`src/hw/rtl/sgdm_pkg.sv`:
```
// Shared types, constants and helpers for the SGD momentum weight update block.
`timescale 1ns / 1ps

package sgdm_pkg;

    // Velocity store geometry; the depth is a power of two, so the element
    // index wraps by dropping its upper bits.
    localparam int VEL_DEPTH = 4096;
    localparam int VEL_AW    = $clog2(VEL_DEPTH);
    localparam int IDX_W     = 12;

    // Gradient sum magnitude width and one divider step per quotient bit.
    localparam int MAG_W     = 33;
    localparam int DIV_STEPS = MAG_W;
    localparam int BATCH_W   = 17;

    localparam int CFG_IDX_W  = 3;
    localparam int CFG_DATA_W = 17;

    localparam logic [CFG_IDX_W-1:0] REG_BATCH_SIZE      = 3'd0;
    localparam logic [CFG_IDX_W-1:0] REG_LEARNING_RATE   = 3'd1;
    localparam logic [CFG_IDX_W-1:0] REG_MOMENTUM_FACTOR = 3'd2;
    localparam logic [CFG_IDX_W-1:0] REG_L1_DECAY        = 3'd3;
    localparam logic [CFG_IDX_W-1:0] REG_L2_DECAY        = 3'd4;

    localparam logic signed [35:0] Q_MAX36 = 36'sd2147483647;
    localparam logic signed [35:0] Q_MIN36 = -36'sd2147483648;

    typedef struct packed {
        logic [IDX_W-1:0]   elem_index;
        logic signed [31:0] weight_in;
        logic signed [31:0] grad_in;
        logic               trainable;
    } in_item_t;

    typedef struct packed {
        logic signed [31:0] weight_out;
        logic               saturated;
    } out_item_t;

    // Per-item data that rides alongside the divider.
    typedef struct packed {
        logic [IDX_W-1:0]   elem_index;
        logic signed [31:0] weight;
        logic               trainable;
        logic               neg;
    } side_t;

    typedef struct packed {
        logic signed [31:0] val;
        logic               sat;
    } clip_t;

    function automatic clip_t clip36(input logic signed [35:0] v);
        clip_t r;
        if (v > Q_MAX36)
        begin
            r.val = Q_MAX36[31:0];
            r.sat = 1'b1;
        end
        else if (v < Q_MIN36)
        begin
            r.val = Q_MIN36[31:0];
            r.sat = 1'b1;
        end
        else
        begin
            r.val = v[31:0];
            r.sat = 1'b0;
        end
        return r;
    endfunction

endpackage

```
`src/hw/rtl/sgdm_div.sv`:
```
// Pipelined restoring divider, one quotient bit per stage.
`timescale 1ns / 1ps

module sgdm_div
    import sgdm_pkg::*;
(
    input  logic               clk,
    input  logic               rst_n,
    input  logic               adv,
    input  logic               in_valid,
    input  logic [MAG_W-1:0]   in_mag,
    input  side_t              in_side,
    input  logic [BATCH_W-1:0] divisor,
    output logic               out_valid,
    output logic [MAG_W-1:0]   out_quot,
    output side_t              out_side
);

    logic [BATCH_W-1:0] rem_reg   [DIV_STEPS];
    logic [MAG_W-1:0]   mag_reg   [DIV_STEPS];
    logic [MAG_W-1:0]   quot_reg  [DIV_STEPS];
    side_t              side_reg  [DIV_STEPS];
    logic               valid_reg [DIV_STEPS];

    logic [BATCH_W-1:0] rem_next  [DIV_STEPS];
    logic [MAG_W-1:0]   mag_next  [DIV_STEPS];
    logic [MAG_W-1:0]   quot_next [DIV_STEPS];

    logic [BATCH_W-1:0] cur_rem   [DIV_STEPS];
    logic [MAG_W-1:0]   cur_mag   [DIV_STEPS];
    logic [MAG_W-1:0]   cur_quot  [DIV_STEPS];
    logic [BATCH_W:0]   trial     [DIV_STEPS];

    always_comb
    begin
        cur_rem[0]  = '0;
        cur_mag[0]  = in_mag;
        cur_quot[0] = '0;
        for (int k = 1; k < DIV_STEPS; k++)
        begin
            cur_rem[k]  = rem_reg[k-1];
            cur_mag[k]  = mag_reg[k-1];
            cur_quot[k] = quot_reg[k-1];
        end
        for (int k = 0; k < DIV_STEPS; k++)
        begin
            trial[k]    = {cur_rem[k], cur_mag[k][MAG_W-1]};
            mag_next[k] = {cur_mag[k][MAG_W-2:0], 1'b0};
            if (trial[k] >= {1'b0, divisor})
            begin
                rem_next[k]  = BATCH_W'(trial[k] - {1'b0, divisor});
                quot_next[k] = {cur_quot[k][MAG_W-2:0], 1'b1};
            end
            else
            begin
                rem_next[k]  = trial[k][BATCH_W-1:0];
                quot_next[k] = {cur_quot[k][MAG_W-2:0], 1'b0};
            end
        end
    end

    always_ff @(posedge clk or negedge rst_n)
    begin
        if (!rst_n)
        begin
            for (int k = 0; k < DIV_STEPS; k++)
            begin
                valid_reg[k] <= 1'b0;
            end
        end
        else if (adv)
        begin
            valid_reg[0] <= in_valid;
            for (int k = 1; k < DIV_STEPS; k++)
            begin
                valid_reg[k] <= valid_reg[k-1];
            end
        end
    end

    always_ff @(posedge clk)
    begin
        if (adv)
        begin
            side_reg[0] <= in_side;
            for (int k = 0; k < DIV_STEPS; k++)
            begin
                rem_reg[k]  <= rem_next[k];
                mag_reg[k]  <= mag_next[k];
                quot_reg[k] <= quot_next[k];
            end
            for (int k = 1; k < DIV_STEPS; k++)
            begin
                side_reg[k] <= side_reg[k-1];
            end
        end
    end

    assign out_valid = valid_reg[DIV_STEPS-1];
    assign out_quot  = quot_reg[DIV_STEPS-1];
    assign out_side  = side_reg[DIV_STEPS-1];

endmodule

```
`config.mk`:
```
export PLATFORM = sky130hd
export DESIGN_NAME = sgdm_div
export DESIGN_NICKNAME = d
export VERILOG_FILES = /design/src/hw/rtl/sgdm_pkg.sv /design/src/hw/rtl/sgdm_div.sv
export SDC_FILE = /design/constraint.sdc
export NUM_CORES = 2
export LEC_CHECK = 0
export ABC_AREA = 1
export BUFFER_PORTS_ARGS = -buffer_cell sky130_fd_sc_hd__buf_4
export CAP_MARGIN = 15
export CORE_UTILIZATION = 50
export CTS_CLUSTER_DIAMETER = 50
export CTS_CLUSTER_SIZE = 12
export DETAILED_ROUTE_END_ITERATION = 8
export PLACE_DENSITY = 0.69
export SYNTH_ARGS = -nofsm -noshare
export SYNTH_HDL_FRONTEND = slang
export SYNTH_MEMORY_MAX_BITS = 65536
export SYNTH_SLANG_ARGS = --single-unit
```
`constraint.sdc`:
```
create_clock -name clk -period 3.6 [get_ports clk]
set_input_delay 0.54 -clock clk [delete_from_list [all_inputs] [get_ports clk]]
set_output_delay 0.54 -clock clk [all_outputs]
set_load 0.03 [all_outputs]
```
==> results.md <==
* Status: finished, final reports clean
* Die Area at 280,600 sq um
* Sink Count at 3,184
* Pre-antenna DRT Iters at 6
* RR Endpoint: rem_reg[0][287]
* Finished Layout Cells at 16,500
* FF+latch area at 95,450 sq um
* Clk root buf: clkbuf_16
* Sequential area share after synthesis at 68.55%
* Final RePlAce weighted congestion at 0.8927
* Most common cell after layout, fill and taps aside: nand2_1
* Post-synth top area share at 67.96%
* Syn Area/Cell at 11.64 sq um
* Initial core utilization at 50.31%
* Flop pwr share at 41.4%
* Clk_lat worst skew at 0.96 ns
* CP startpoint kind: flop
* Top post-synthesis cells by area: edfxtp_1, nand2_1, ha_1
* CP Data Required Time at 4.27 ns
* Overall routing resource usage at 19.59%
* Fillcell total at 22,490
* Worst-margin pin slew at 1.076 ns
* Largest register FFs at 1,518
* Pin count of the biggest net entering global routing at 178
* Sw Share at 34.87%
* WL final at 276,300 um
* Vias in the first global route at 79,840
* WS Path Type: reg -> reg
* DRC viols at 0
* Max cap viols at 0
* Reg2reg start: mag_reg[0][511]
* Clock Power Share at 27.6%
* Fin crit share at 72.89%
* Global-route wire length before repair at 432,800 um
* 1st-iter DRT viols at 6,075
* Final worst slack at 0.9761 ns
* Crit path cell chain: inv_1 -> ha_1 -> inv_1 -> fa_1 -> nand2_1 -> nand2_1 -> nand3_2 -> nand2_2 -> nand2_1 -> nand2_1 -> nand2_4 -> nand2_4 -> nand2_1 -> nand2_1
* EDFF count, synth at 3,151
* Maximum VDD drop at 0.0005141 V
* Die width at 529.7 um
* Total gr overflow at 0
* TritonCTS clock tree: yes
* Asr flop ratio synth at 1.036%
* # IOs at 180
* Power Dens Cells at 786.9 nW/um^2
* Num rows at 193
* CTS clk-pin slew, worst paths at 0.06 ns
* Htree depth at 5
* Clock Skews at 0.06458 ns
* FMAX at 0.3811 GHz
* FF-to-FF path depth at 14
* Nets at 13,280
* Mapped cell area at 139,200 sq um
* Die span in y at 529.7 um
* Crit path largest cell delay at 0.50 ns
* Critical path arrival at 3.30 ns
* Slew margin rel. at 28.29%
* Dpl ws at 0.4180 ns
* #FFs+latches synth at 3,184
* Final hold viol count at 0
* Post-route minimum period at 2.624 ns
* Unrepaired setup endpoints after global routing: false
* Initial antenna violation count at 5
* Combinational Power Share at 31.0%
* DP Cell Count at 15,870
* Tot Pwr at 124.3 mW
* Commonest cells after routing, fill and taps aside: nand2_1, edfxtp_1, inv_1
* Multi-input logic area at 36,470 sq um
* Worst-path maximum fanout at 18
* Post-CTS Setup Repair Bufs at 0
* HPWL Detailed at 184,900 um
* DP Area at 146,000 sq um
* Post-synth top area cell: edfxtp_1
* Post-DRT Antenna Nets at 0
* Sw Pwr at 43.34 mW
* Final Max Slew Viols at 0
* Cell family with most CP delay: simple AND/OR/NAND/NOR gates
* Pleak at 68.50 nW
* Core Util, Final at 57.08%
* Worst setup EP type: flop
* Worst hold slack at 0.06847 ns
* Mapped Cells at 11,970
* Layout cell share with drive strength beyond 1 at 8.957%
* Area Growth Syn to Fin at 13.44%
* Longest Clk Path Bufs at 4
* WL per Instance at 16.74 um
* Fin Setup TNS at 0 ns
* R2r setup slk at 0.98 ns
* Pint at 80.95 mW
* Core area at 276,700 sq um
* Synth unique cells at 46
* Syn nets at 12,640
* Via count at 82,590
* Synthesis Warnings at 0
* WP buf/inv at 2
* Port Buffers at 179
* Final Cell Area at 158,000 sq um
* Cell at the slowest stage of the critical path: edfxtp_1
* Worst hold path class: in -> async
* Cell mode on critical path: nand2_1
* Primary FF master, synth: edfxtp_1
* Vias per inst at 5.005
* Setup Viol. Count Final at 0
* Inserted Clock Buffers at 362
[worst max-delay path by stage]
| stage | from | endpoint | slack (ns) | cells past startpoint |
|---|---|---|---|---|
| floorplan | divisor[1] | rem_reg[0][71] | -0.02 | 13 |
| global placement | divisor[0] | rem_reg[0][474] | 0.44 | 15 |
| detailed placement | divisor[0] | rem_reg[0][474] | 0.42 | 15 |
| CTS | mag_reg[0][863] | rem_reg[0][474] | 0.94 | 14 |
| global route | mag_reg[0][511] | rem_reg[0][286] | 0.74 | 14 |
| finish | mag_reg[0][511] | rem_reg[0][287] | 0.98 | 14 |
[worst reg2reg max path: stages, from the launching register on]
cell,delay [ns]
edfxtp_1,0.50
inv_1,0.10
ha_1,0.14
inv_1,0.06
fa_1,0.41
nand2_1,0.08
nand2_1,0.10
nand3_2,0.08
nand2_2,0.08
nand2_1,0.08
nand2_1,0.11
nand2_4,0.21
nand2_4,0.18
nand2_1,0.11
nand2_1,0.09
[what timing repair did]
item	CTS	global route
hold endpoints to repair	113	0
resized for setup	0	0
hold buffers	82	0
[kinds of logic after synthesis]
kind of cell / after synthesis / synth area share (%)
xor gates and xnor gates: 217 / 1.365
DFF: 3184 / 68.55
muxes: 1 / 0.008087
adders and majority gates: 577 / 5.352
AOI/OAI and AO/OA: 349 / 1.328
buffers and inverters: 1782 / 5.257
and+or+nand+nor: 5856 / 18.14
[cell usage after synthesis (2+ instances only)]
| library cell | n |
|---|---|
| nand2_1 | 4047 |
| edfxtp_1 | 3151 |
| inv_1 | 1615 |
| nand3_1 | 883 |
| ha_1 | 546 |
| nor2_1 | 408 |
| a21oi_1 | 299 |
| xor2_1 | 187 |
| nand2_2 | 109 |
| buf_4 | 90 |
| nand2_4 | 55 |
| nand4_1 | 55 |
| and2_1 | 44 |
| nor3_1 | 44 |
| nor2_2 | 40 |
| dfrtp_1 | 33 |
| buf_6 | 31 |
| fa_1 | 31 |
| nand3b_1 | 30 |
| xnor2_1 | 30 |
| nor2_4 | 28 |
| or2_1 | 28 |
| and3_1 | 27 |
| nor4_4 | 27 |
| buf_2 | 25 |
| o21ai_0 | 19 |
| o21a_1 | 13 |
| inv_2 | 11 |
| o21ai_2 | 10 |
| or2_0 | 8 |
| clkbuf_1 | 7 |
| nor4_1 | 7 |
| or2_2 | 6 |
| nand3_2 | 5 |
| a21oi_2 | 3 |
| o21bai_1 | 3 |
| nand2_8 | 2 |
[routing by layer]
layer / GRT usage (%) / part of all wire [%]
met4: 7.001 / 3.3
met3: 2.529 / 5.0
met5: 0 / 0
met1: 27.20 / 45
met2: 31.77 / 46
[power by group through the flow]
stage	combinational, mW	sequential, mW	clock [mW]
after detailed placement	38.0	52.2	0
after CTS	38.3	51.5	35.3
after global routing	43.9	51.8	36.7
after global placement	37.4	52.2	0
after floorplan	29.0	50.3	0
final	38.5	51.5	34.3
[cell type report]
class,count,share of cell area (%)
sequential,3184,60.43
multi-input combinational,7000,23.09
clock buffer,402,5.844
inverter,1626,3.866
tap,3705,2.935
timing repair buffer,433,2.628
clock inverter,150,1.207
antenna,2,0.003169
Power figures use the tool's default switching activity.
